<file path="config.mk">
export PLATFORM = sky130hd
export DESIGN_NAME = piecewise_linear_calibration
export DESIGN_NICKNAME = d
export VERILOG_FILES = /design/src/sv/plc_pkg.sv /design/src/sv/piecewise_linear_calibration.sv
export VERILOG_INCLUDE_DIRS = /design/src /design/src/sv
export SDC_FILE = /design/constraint.sdc
export NUM_CORES = 2
export LEC_CHECK = 0
export BUFFER_PORTS_ARGS = -buffer_cell sky130_fd_sc_hd__buf_4
export CORE_MARGIN = 5
export CORE_UTILIZATION = 55
export DETAILED_ROUTE_END_ITERATION = 6
export PLACE_DENSITY_LB_ADDON = 0.25
export SKIP_CTS_REPAIR_TIMING = 1
export SYNTH_ARGS = -nofsm -noshare
export SYNTH_HDL_FRONTEND = slang
export SYNTH_SLANG_ARGS = --single-unit
export TNS_END_PERCENT = 10
</file>
<file path="constraint.sdc">
create_clock -name clk -period 29.2 [get_ports clk]
set_input_delay 2.92 -clock clk [delete_from_list [all_inputs] [get_ports clk]]
set_output_delay 2.92 -clock clk [all_outputs]
set_load 0.02 [all_outputs]
</file>
<file path="src/sv/piecewise_linear_calibration_macros.svh">
// Assertion macros shared by the calibration RTL.
`ifndef PIECEWISE_LINEAR_CALIBRATION_MACROS_SVH
`define PIECEWISE_LINEAR_CALIBRATION_MACROS_SVH

// Same-cycle implication, held off during reset.
`define PLC_ASSERT_IMPLY(label, clk, rst_n, ante, cons, msg) \
    label: assert property (@(posedge clk) disable iff (!rst_n) (ante) |-> (cons)) \
        else $error(msg);

// Next-cycle implication, held off during reset.
`define PLC_ASSERT_NEXT(label, clk, rst_n, ante, cons, msg) \
    label: assert property (@(posedge clk) disable iff (!rst_n) (ante) |=> (cons)) \
        else $error(msg);

`endif

</file>
<file path="src/sv/plc_pkg.sv">
// Package: constants, opcodes and sequencer states for the calibration block.
`timescale 1ns / 1ps
package plc_pkg;

    localparam int POINTS_DEF = 8;
    localparam int DW         = 32;
    localparam int QW         = 34;  // quotient bits kept; larger quotients saturate
    localparam int DIV_STEPS  = QW;

    localparam logic OP_MAP  = 1'b0;
    localparam logic OP_LOAD = 1'b1;

    typedef enum logic [3:0] {
        S_IDLE,
        S_CHK0,
        S_CHKN,
        S_SCAN,
        S_FETCH,
        S_FETCH2,
        S_MUL,
        S_DIVI,
        S_DIV,
        S_FIN,
        S_OUT
    } plc_state_t;

endpackage

</file>
<file path="src/sv/piecewise_linear_calibration.sv">
// A load word gives its result word in the cycle after acceptance; a map word passes at most
// through a segment search over one comparator (CHK0, CHKN, SCAN), two fetch states,
// one 32x32 multiply, divider setup, 34 divide steps and a clamp state, in that order.
// One word in flight: in_ready returns the cycle after the result is taken, so no new
// word is accepted while a load or map word is in progress or its result is stalled.
// Reset (rst_n low, asynchronous) clears the sequencer and all breakpoints to zero.
`timescale 1ns / 1ps
module piecewise_linear_calibration #(
    parameter int POINTS = plc_pkg::POINTS_DEF
) (
    input  logic                clk,
    input  logic                rst_n,
    input  logic                in_valid,
    output logic                in_ready,
    input  logic                opcode,
    input  logic [2:0]          point_index,
    input  logic signed [31:0]  point_x,
    input  logic signed [31:0]  point_y,
    input  logic signed [31:0]  sample,
    output logic                out_valid,
    input  logic                out_ready,
    output logic signed [31:0]  calibrated_value,
    output logic                divide_fault,
    output logic                saturated
);
    import plc_pkg::*;
    `include "piecewise_linear_calibration_macros.svh"

    localparam int AW = $clog2(POINTS);
    localparam logic [AW-1:0] LAST     = AW'(POINTS - 1);
    localparam logic [AW-1:0] SEG_LAST = AW'(POINTS - 2);
    localparam logic [AW-1:0] ONE      = AW'(1);
    localparam logic [5:0]    DIV_LAST = 6'(DIV_STEPS - 1);
    localparam logic [QW-1:0] Q_LIMIT  = QW'(64'h2_0000_0000);

    plc_state_t state_reg, state_next;

    logic signed [DW-1:0] bp_x_reg [POINTS];
    logic signed [DW-1:0] bp_y_reg [POINTS];

    logic [AW-1:0]        addr_reg, addr_next;
    logic signed [DW-1:0] s_reg, s_next;
    logic signed [DW-1:0] x1_reg, x1_next;
    logic signed [DW-1:0] y1_reg, y1_next;
    logic                 neg_reg, neg_next;
    logic [DW-1:0]        dsx_mag_reg, dsx_mag_next;
    logic [DW-1:0]        dy_mag_reg, dy_mag_next;
    logic [DW-1:0]        dx_mag_reg, dx_mag_next;
    logic [2*DW-1:0]      prod_reg, prod_next;
    logic [DW-1:0]        rem_reg, rem_next;
    logic [QW-1:0]        dq_reg, dq_next;
    logic [5:0]           cnt_reg, cnt_next;
    logic                 big_reg, big_next;
    logic signed [DW-1:0] value_reg, value_next;
    logic                 fault_reg, fault_next;
    logic                 sat_reg, sat_next;

    logic                 accept;
    logic                 load_en;
    logic [AW-1:0]        wr_addr;
    logic signed [DW-1:0] x_rd, y_rd;
    logic signed [DW-1:0] cmp_a, cmp_b;
    logic                 cmp_lt;
    logic signed [DW:0]   dsx, dy, dx;
    logic [DW:0]          trial;
    logic [DW+1:0]        diff;
    logic                 ge;
    logic signed [DW+3:0] sum;
    logic                 q_big;

    assign accept  = in_valid && in_ready;
    assign load_en = accept && (opcode == OP_LOAD) && (int'(point_index) < POINTS);
    assign wr_addr = AW'(point_index);
    assign x_rd    = bp_x_reg[addr_reg];
    assign y_rd    = bp_y_reg[addr_reg];

    // Shared signed comparator: CHK0 tests x0 < s, the other states s < x.
    always_comb
    begin
        if (state_reg == S_CHK0)
        begin
            cmp_a = x_rd;
            cmp_b = s_reg;
        end
        else
        begin
            cmp_a = s_reg;
            cmp_b = x_rd;
        end
    end
    assign cmp_lt = cmp_a < cmp_b;

    assign dsx = {s_reg[DW-1], s_reg} - {x1_reg[DW-1], x1_reg};
    assign dy  = {y_rd[DW-1], y_rd} - {y1_reg[DW-1], y1_reg};
    assign dx  = {x_rd[DW-1], x_rd} - {x1_reg[DW-1], x1_reg};

    // Restoring divide step: one quotient bit per cycle.
    assign trial = {rem_reg, dq_reg[QW-1]};
    assign diff  = {1'b0, trial} - {2'b00, dx_mag_reg};
    assign ge    = !diff[DW+1];

    assign q_big = big_reg || (dq_reg > Q_LIMIT);
    assign sum   = neg_reg ? ({{4{y1_reg[DW-1]}}, y1_reg} - {2'b00, dq_reg})
                           : ({{4{y1_reg[DW-1]}}, y1_reg} + {2'b00, dq_reg});

    // Next state
    always_comb
    begin
        state_next = state_reg;
        unique case (state_reg)
            S_IDLE:
            begin
                if (accept)
                    state_next = (opcode == OP_LOAD) ? S_OUT : S_CHK0;
            end
            S_CHK0:   state_next = cmp_lt ? S_CHKN : S_FETCH;
            S_CHKN:   state_next = cmp_lt ? S_SCAN : S_FETCH;
            S_SCAN:
            begin
                if (cmp_lt || addr_reg == LAST)
                    state_next = S_FETCH;
            end
            S_FETCH:  state_next = S_FETCH2;
            S_FETCH2: state_next = (x_rd == x1_reg) ? S_OUT : S_MUL;
            S_MUL:    state_next = S_DIVI;
            S_DIVI:   state_next = ({2'b00, prod_reg[2*DW-1:QW]} >= dx_mag_reg) ? S_FIN : S_DIV;
            S_DIV:
            begin
                if (cnt_reg == '0)
                    state_next = S_FIN;
            end
            S_FIN:    state_next = S_OUT;
            S_OUT:
            begin
                if (out_ready)
                    state_next = S_IDLE;
            end
            default:  state_next = S_IDLE;
        endcase
    end

    // Handshake outputs
    always_comb
    begin
        in_ready  = 1'b0;
        out_valid = 1'b0;
        unique case (state_reg)
            S_IDLE:  in_ready  = 1'b1;
            S_OUT:   out_valid = 1'b1;
            default:
            begin
                in_ready  = 1'b0;
                out_valid = 1'b0;
            end
        endcase
    end

    assign calibrated_value = value_reg;
    assign divide_fault     = fault_reg;
    assign saturated        = sat_reg;

    // Datapath
    always_comb
    begin
        addr_next    = addr_reg;
        s_next       = s_reg;
        x1_next      = x1_reg;
        y1_next      = y1_reg;
        neg_next     = neg_reg;
        dsx_mag_next = dsx_mag_reg;
        dy_mag_next  = dy_mag_reg;
        dx_mag_next  = dx_mag_reg;
        prod_next    = prod_reg;
        rem_next     = rem_reg;
        dq_next      = dq_reg;
        cnt_next     = cnt_reg;
        big_next     = big_reg;
        value_next   = value_reg;
        fault_next   = fault_reg;
        sat_next     = sat_reg;
        case (state_reg)
            S_IDLE:
            begin
                if (accept)
                begin
                    s_next     = sample;
                    addr_next  = '0;
                    value_next = '0;
                    fault_next = 1'b0;
                    sat_next   = 1'b0;
                end
            end
            S_CHK0:   addr_next = cmp_lt ? LAST : '0;
            S_CHKN:   addr_next = cmp_lt ? ONE : SEG_LAST;
            S_SCAN:
            begin
                // s is already known to be at or above the previous breakpoint
                if (cmp_lt)
                    addr_next = addr_reg - ONE;
                else if (addr_reg == LAST)
                    addr_next = SEG_LAST;
                else
                    addr_next = addr_reg + ONE;
            end
            S_FETCH:
            begin
                x1_next   = x_rd;
                y1_next   = y_rd;
                addr_next = addr_reg + ONE;
            end
            S_FETCH2:
            begin
                if (x_rd == x1_reg)
                begin
                    value_next = y1_reg;
                    fault_next = 1'b1;
                end
                else
                begin
                    neg_next     = dsx[DW] ^ dy[DW] ^ dx[DW];
                    dsx_mag_next = dsx[DW] ? DW'(-dsx) : dsx[DW-1:0];
                    dy_mag_next  = dy[DW]  ? DW'(-dy)  : dy[DW-1:0];
                    dx_mag_next  = dx[DW]  ? DW'(-dx)  : dx[DW-1:0];
                end
            end
            S_MUL:    prod_next = dsx_mag_reg * dy_mag_reg;
            S_DIVI:
            begin
                // a high part at or above the divisor means the quotient overflows
                big_next = ({2'b00, prod_reg[2*DW-1:QW]} >= dx_mag_reg);
                rem_next = {2'b00, prod_reg[2*DW-1:QW]};
                dq_next  = prod_reg[QW-1:0];
                cnt_next = DIV_LAST;
            end
            S_DIV:
            begin
                rem_next = ge ? diff[DW-1:0] : trial[DW-1:0];
                dq_next  = {dq_reg[QW-2:0], ge};
                cnt_next = cnt_reg - 6'd1;
            end
            S_FIN:
            begin
                if (q_big)
                begin
                    sat_next   = 1'b1;
                    value_next = neg_reg ? 32'sh8000_0000 : 32'sh7FFF_FFFF;
                end
                else if (sum[DW+3:DW-1] != {5{sum[DW+3]}})
                begin
                    sat_next   = 1'b1;
                    value_next = sum[DW+3] ? 32'sh8000_0000 : 32'sh7FFF_FFFF;
                end
                else
                begin
                    value_next = sum[DW-1:0];
                end
            end
            default:
            begin
                addr_next = addr_reg;
            end
        endcase
    end

    always_ff @(posedge clk or negedge rst_n)
    begin
        if (!rst_n)
        begin
            state_reg <= S_IDLE;
            for (int i = 0; i < POINTS; i++)
            begin
                bp_x_reg[i] <= '0;
                bp_y_reg[i] <= '0;
            end
        end
        else
        begin
            state_reg <= state_next;
            if (load_en)
            begin
                bp_x_reg[wr_addr] <= point_x;
                bp_y_reg[wr_addr] <= point_y;
            end
        end
    end

    always_ff @(posedge clk)
    begin
        addr_reg    <= addr_next;
        s_reg       <= s_next;
        x1_reg      <= x1_next;
        y1_reg      <= y1_next;
        neg_reg     <= neg_next;
        dsx_mag_reg <= dsx_mag_next;
        dy_mag_reg  <= dy_mag_next;
        dx_mag_reg  <= dx_mag_next;
        prod_reg    <= prod_next;
        rem_reg     <= rem_next;
        dq_reg      <= dq_next;
        cnt_reg     <= cnt_next;
        big_reg     <= big_next;
        value_reg   <= value_next;
        fault_reg   <= fault_next;
        sat_reg     <= sat_next;
    end

    `PLC_ASSERT_IMPLY(a_one_side, clk, rst_n, out_valid, !in_ready,
        "ready while result held")
    `PLC_ASSERT_IMPLY(a_flags, clk, rst_n, out_valid, !(divide_fault && saturated),
        "fault and clamp both set")
    `PLC_ASSERT_NEXT(a_load_word, clk, rst_n, in_valid && in_ready && opcode == OP_LOAD,
        out_valid && calibrated_value == 32'sd0 && !divide_fault && !saturated,
        "load result not zero")
    `PLC_ASSERT_NEXT(a_map_busy, clk, rst_n, in_valid && in_ready && opcode == OP_MAP,
        !out_valid && !in_ready, "map word finished too early")

endmodule
</file>
# Word-level counts from Yosys, hierarchy flattened

Index checks and enable logic that the tools add are counted.

Add/sub/neg operators: 12
Multipliers: 1
Order comparisons: 6
Equality and inequality tests: 19
Mux-type cells: 51
Bitwise gates (word level): 5
Reductions and logical operators: 20

Operators by type and width:

| cell                                           | count |
|---|---|
| 2-to-1 mux 32 bit                              | 17 |
| bitwise mux 256 bit                            | 2 |
| binary-select mux 32 bit (select 3 bit)        | 2 |
| subtractor 32 x 32 -> 33 bit                   | 3 |
| demux 32 bit (select 3 bit)                    | 1 |
| negator 32 bit                                 | 3 |
| one-hot mux 32 bit (3 select lines)            | 1 |
| one-hot mux 34 bit (2 select lines)            | 1 |
| multiplier 32 x 32 -> 64 bit                   | 1 |
| one-hot mux 32 bit (2 select lines)            | 1 |
| one-hot mux 4 bit (11 select lines)            | 1 |
| adder 32 x 35 -> 36 bit                        | 1 |
| 2-to-1 mux 36 bit                              | 1 |
| subtractor 32 x 35 -> 36 bit                   | 1 |
| > comparator 34 bit (second input constant)    | 1 |
| subtractor 33 x 32 -> 34 bit                   | 1 |
| == test 32 bit                                 | 1 |
| greater-or-equal comparator 30 x 32 -> 1 bit   | 1 |
| < comparator 32 bit                            | 1 |
| 2-to-1 mux 4 bit                               | 6 |
| 2-to-1 mux 3 bit                               | 7 |
| == test 4 x 3 -> 1 bit (second input constant) | 4 |
| one-hot mux 3 bit (5 select lines)             | 1 |
| == test 4 bit (second input constant)          | 3 |
| other kinds (28)                               | 52 |

Bits in registers: 883
Input port bits: 104
Output and inout bits: 36
Logic and storage cells: 147

# Logic depth before layout (Yosys ltp)

Word-level depth: 9
Depth in mapped cells: 31
Gate-level depth less buffers: 29

# Worst setup path before layout

Ideal clock, no wire load.

Path kind: reg2reg
From: reg addr_reg[1]
To: reg value_reg[0] (netlist: calibrated_value[0]) (enable)
Setup time: 333 ps
Arrival time: 10674 ps
Data required time: 28867 ps
Path slack: 18193 ps
Cell stages (with the launch flop): 17
Path through: edfxtp_1 -> buf_6 -> buf_4 -> buf_4 -> mux4_2 -> mux2i_1 -> inv_1 -> ha_1 -> clkbuf_1 -> inv_1 -> nor2_1 -> nand2_1 -> nor2_1 -> and3_1 -> nor3_1 -> nor3_1 -> or2_2

Longest elaborated chain between the ends: 7

Ends and longest elaborated chain:

| element                                              | line                                | RTL |
|---|---|---|
| start, declared                                      | piecewise_linear_calibration.sv:41  | `logic [AW-1:0] addr_reg, addr_next;` |
| start signal, assigned                               | piecewise_linear_calibration.sv:289 | `addr_reg <= addr_next;` |
| inverter 3 -> 4 bit (not written as such)            | piecewise_linear_calibration.sv:74  | `assign x_rd = bp_x_reg[addr_reg];` |
| binary-select mux 32 bit (select 3 bit)              | piecewise_linear_calibration.sv:74  |  |
| 2-to-1 mux 32 bit (not written as such) (2 in a row) | piecewise_linear_calibration.sv:74  |  |
| named net x_rd[23]                                   | piecewise_linear_calibration.sv:61  | `logic signed [DW-1:0] x_rd, y_rd;` |
| == test 32 bit                                       | piecewise_linear_calibration.sv:213 | `if (x_rd == x1_reg)` |
| inequality test 2 bit (no source line)               | n/a                                 |  |
| AND reduction 3 bit (no source line)                 | n/a                                 |  |
| end signal, assigned                                 | piecewise_linear_calibration.sv:302 | `value_reg <= value_next;` |
| end, declared                                        | piecewise_linear_calibration.sv:54  | `logic signed [DW-1:0] value_reg, value_next;` |

The timed path passes the listed nets, and every way through them passes these cells. The select of a mux whose other input is x is not followed.
A chain may end at the register's enable or synchronous reset.

# Final worst setup path

From: reg dsx_mag_reg[17]
To: reg prod_reg[63], data pin

Longest elaborated chain between the ends: 1

Ends and longest elaborated chain:

| element                      | line                                | RTL |
|---|---|---|
| start, declared              | piecewise_linear_calibration.sv:46  | `logic [DW-1:0] dsx_mag_reg, dsx_mag_next;` |
| start signal, assigned       | piecewise_linear_calibration.sv:294 | `dsx_mag_reg <= dsx_mag_next;` |
| multiplier 32 x 32 -> 64 bit | piecewise_linear_calibration.sv:226 | `S_MUL: prod_next = dsx_mag_reg * dy_mag_reg;` |
| end signal, assigned         | piecewise_linear_calibration.sv:297 | `prod_reg <= prod_next;` |
| end, declared                | piecewise_linear_calibration.sv:49  | `logic [2*DW-1:0] prod_reg, prod_next;` |

No other way between the ends.

==> flow_summary.toml <==
[status]
status = "completed"

[placed_design]
hpwlAfterDp_um = 167000
port_buffers = 139
gp_congestion = 0.943

[grt]
track_usage = 0.285
grt_pass1_wl_um = 357000
grt_max_degree = 200
grt_pass1_vias = 61754
grt-ovfl-total = 0
antenna_found_initial = 14

[synth]
ys_types = 105
synth_edf_count = 367
synth-seq-cells = 883
synthFlopType = "dfrtp_1"
ys_async_sr_fraction = 0.584
synthCells = 7990
synth_area_mm2 = 0.0836
syn-num-nets = 9461
seq_area_frac_synth = 0.286
syn_area_per_cell_um2 = 10.5
yosysWarnings = 0

[critical_path]
crit_fanout = 32
reg2reg_depth = 24
r2r-end = "prod_reg[63]$_DFFE_PP_"
crit_end = "prod_reg[63]$_DFFE_PP_"
r2r-start = "dsx_mag_reg[17]$_DFFE_PP_"
crit_start = "dsx_mag_reg[17]$_DFFE_PP_"
r2r_slack_ns = 19.50
crit_top_cell = "fa_1"
max_stage_delay_ns = 1.26
crit_path_start_kind = "flop"
critical_path.cell_chain = "nand2_1, fa_1, fa_1, inv_1, fa_1, inv_1, fa_1, inv_1, fa_1, fa_1, fa_1, fa_1, ha_1, nand3_1, nor3_1, nand3_1, o221ai_1, o2111ai_1, a31oi_1, o21ai_0, o21ai_0, nand2_1, o21ai_0, xnor2_1"
worstPathRequired_ns = 29.59
crit_arrival_ns = 10.09
critical_path_class = "reg2reg"
cpMaxStageDelayCell = "edfxtp_1"
critPathCaptureType = "flop"

[sta]
min_period_ns = 9.70
setup_viol = 0
slew_headroom = 0.0826
hold_viol = 0
min_period_over_period = 0.332
rsz0062_at_grt = "false"
tightest_slew_ns = 1.38
skew_ns = 0.0705
max_freq_mhz = 103
tns_ns = 0
maxSlewViolCount = 0

[clock_tree]
clock-root-buffer = "clkbuf_16"
cts_buffer_depth = 3
cts_tree = "done"
cts.clk_slew.worst_paths_ns = 0.07
clock-sinks = 883
insertion_delay_ns = 0.70
cts_buffers = 97
htreeDepth = 3

[cells_and_area]
area_delta_synth_final_pct = 7.51
drive_gt1_frac = 0.138
layout_commonest_cell = "inv_1"
fillers = 12678
mostFrequentLayoutCells = "inv_1, fa_1, nand2_1"
nNetsFinal = 9405

[min_path]
min_path_type = "reg2reg"
whs_path_depth = 2

[floorplan]
dieArea_mm2 = 0.160
core_mm2 = 0.152
die_x_um = 400
start_util = 0.551
die_y_um = 400
rows = 143
num_io_pins = 140

[route]
vias = 59289
wirelength_um = 224000
drt_pass1_iterations = 6
dr.first_iter.drc_count = 4690
ant_nets = 0
avgViaCountPerCell = 5.89
drc = 0
wl_per_cell_um = 22.3

[run]
max_cap_violations = 0
[cells by family (layout without fill, tap and decap cells)]
family,Yosys count,in the layout,share of synthesized area
AND/OR/NAND/NOR,2129,2129,0.126
AO/OA/AOI/OAI,1033,1033,0.0817
flip-flops,883,883,0.286
other,0,12,0
adder cells (fa/ha/maj),1375,1375,0.287
buffers and inverters,1516,1544,0.0706
XOR/XNOR,328,328,0.0344
multiplexers,726,726,0.114
[through the flow]
step | hold slack (ns) | instance area [um2] | util | std cells | setup slack, ns
final | 0.490 | 89800 | 0.593 | 10060 | 19.50
after global routing | 0.507 | 89800 | 0.593 | 10053 | 18.96
after CTS | 0.485 | 89800 | 0.593 | 10048 | 19.65
after detailed placement | 0.487 | 86400 | 0.570 | 9865 | 19.70
after global placement | 0.480 | 86400 | 0.570 | 9865 | 19.77
after floorplan | 0.471 | 83600 | - | 7990 | 18.19
[critical path, delay by kind of cell (launching register included)]
| kind | cells | cell delay (ns) |
|---|---|---|
| AO/OA/AOI/OAI | 6 | 2.31 |
| buffers and inverters | 3 | 0.17 |
| XOR/XNOR | 1 | 0.09 |
| flip-flops | 1 | 1.26 |
| AND/OR/NAND/NOR | 5 | 1.19 |
| adder cells (fa/ha/maj) | 9 | 4.36 |
[worst min-delay path by stage]
| stage | to | start | slack (ns) |
|---|---|---|---|
| floorplan | bp_x_reg[224]$_DFFE_PN0P_ | bp_x_reg[224]$_DFFE_PN0P_ | 0.47 |
| CTS | dq_reg[23]$_DFFE_PP_ | prod_reg[23]$_DFFE_PP_ | 0.49 |
| finish | dq_reg[23]$_DFFE_PP_ | prod_reg[23]$_DFFE_PP_ | 0.49 |
| global route | bp_x_reg[237]$_DFFE_PN0P_ | bp_x_reg[237]$_DFFE_PN0P_ | 0.51 |
| detailed placement | bp_x_reg[237]$_DFFE_PN0P_ | bp_x_reg[237]$_DFFE_PN0P_ | 0.49 |
| global placement | bp_x_reg[237]$_DFFE_PN0P_ | bp_x_reg[237]$_DFFE_PN0P_ | 0.48 |
[layer usage]
metal | global-route usage | share of wire | wire, um
met3 | 0.0406 | 0.067 | 14900
met5 | 0 | 0.00012 | 27
met1 | 0.403 | 0.43 | 97100
met2 | 0.460 | 0.47 | 105000
met4 | 0.0868 | 0.032 | 7130
[area by class of cell]
type | instances | area, um2 | area share
multi-input cells | 5591 | 53900 | 0.600
repair buffers | 239 | 1840 | 0.0205
clock inverters | 56 | 707 | 0.00787
flip-flops and latches | 883 | 23900 | 0.266
inverters | 1122 | 4210 | 0.0469
well taps | 2030 | 2540 | 0.0283
diodes | 12 | 30.0 | 0.000334
clock buffers | 127 | 2710 | 0.0302
[cell usage after synthesis, types with 14 or more instances]
library cell / n / area (um2)
buf_2: 14 / 70.1
edfxtp_1: 367 / 11000
clkbuf_1: 336 / 1260
nand4_1: 33 / 206
nor4_1: 26 / 163
nor2_1: 241 / 905
a221o_1: 35 / 350
o31ai_1: 20 / 150
mux4_2: 116 / 2610
mux2_2: 519 / 5840
or3_1: 23 / 144
a21oi_1: 284 / 1420
o211ai_1: 27 / 203
o21bai_1: 29 / 218
nor3_1: 87 / 435
buf_4: 14 / 105
and2_1: 599 / 3750
dfrtp_1: 516 / 12900
ha_1: 466 / 5830
a21o_1: 150 / 1130
inv_1: 1121 / 4210
or2_2: 16 / 100
mux2i_1: 80 / 801
xor2_1: 100 / 876
nand2b_1: 32 / 200
fa_1: 901 / 18000
and3_1: 41 / 257
nand2_1: 850 / 3190
a211oi_1: 31 / 233
a31oi_1: 46 / 288
xnor2_1: 228 / 2000
o21ai_0: 205 / 1030
o21a_1: 39 / 293
nor2b_1: 45 / 282
nand3_1: 69 / 345
Power is not shown: default switching activity piles up to over one toggle a cycle in this logic, so the estimate is an artifact.
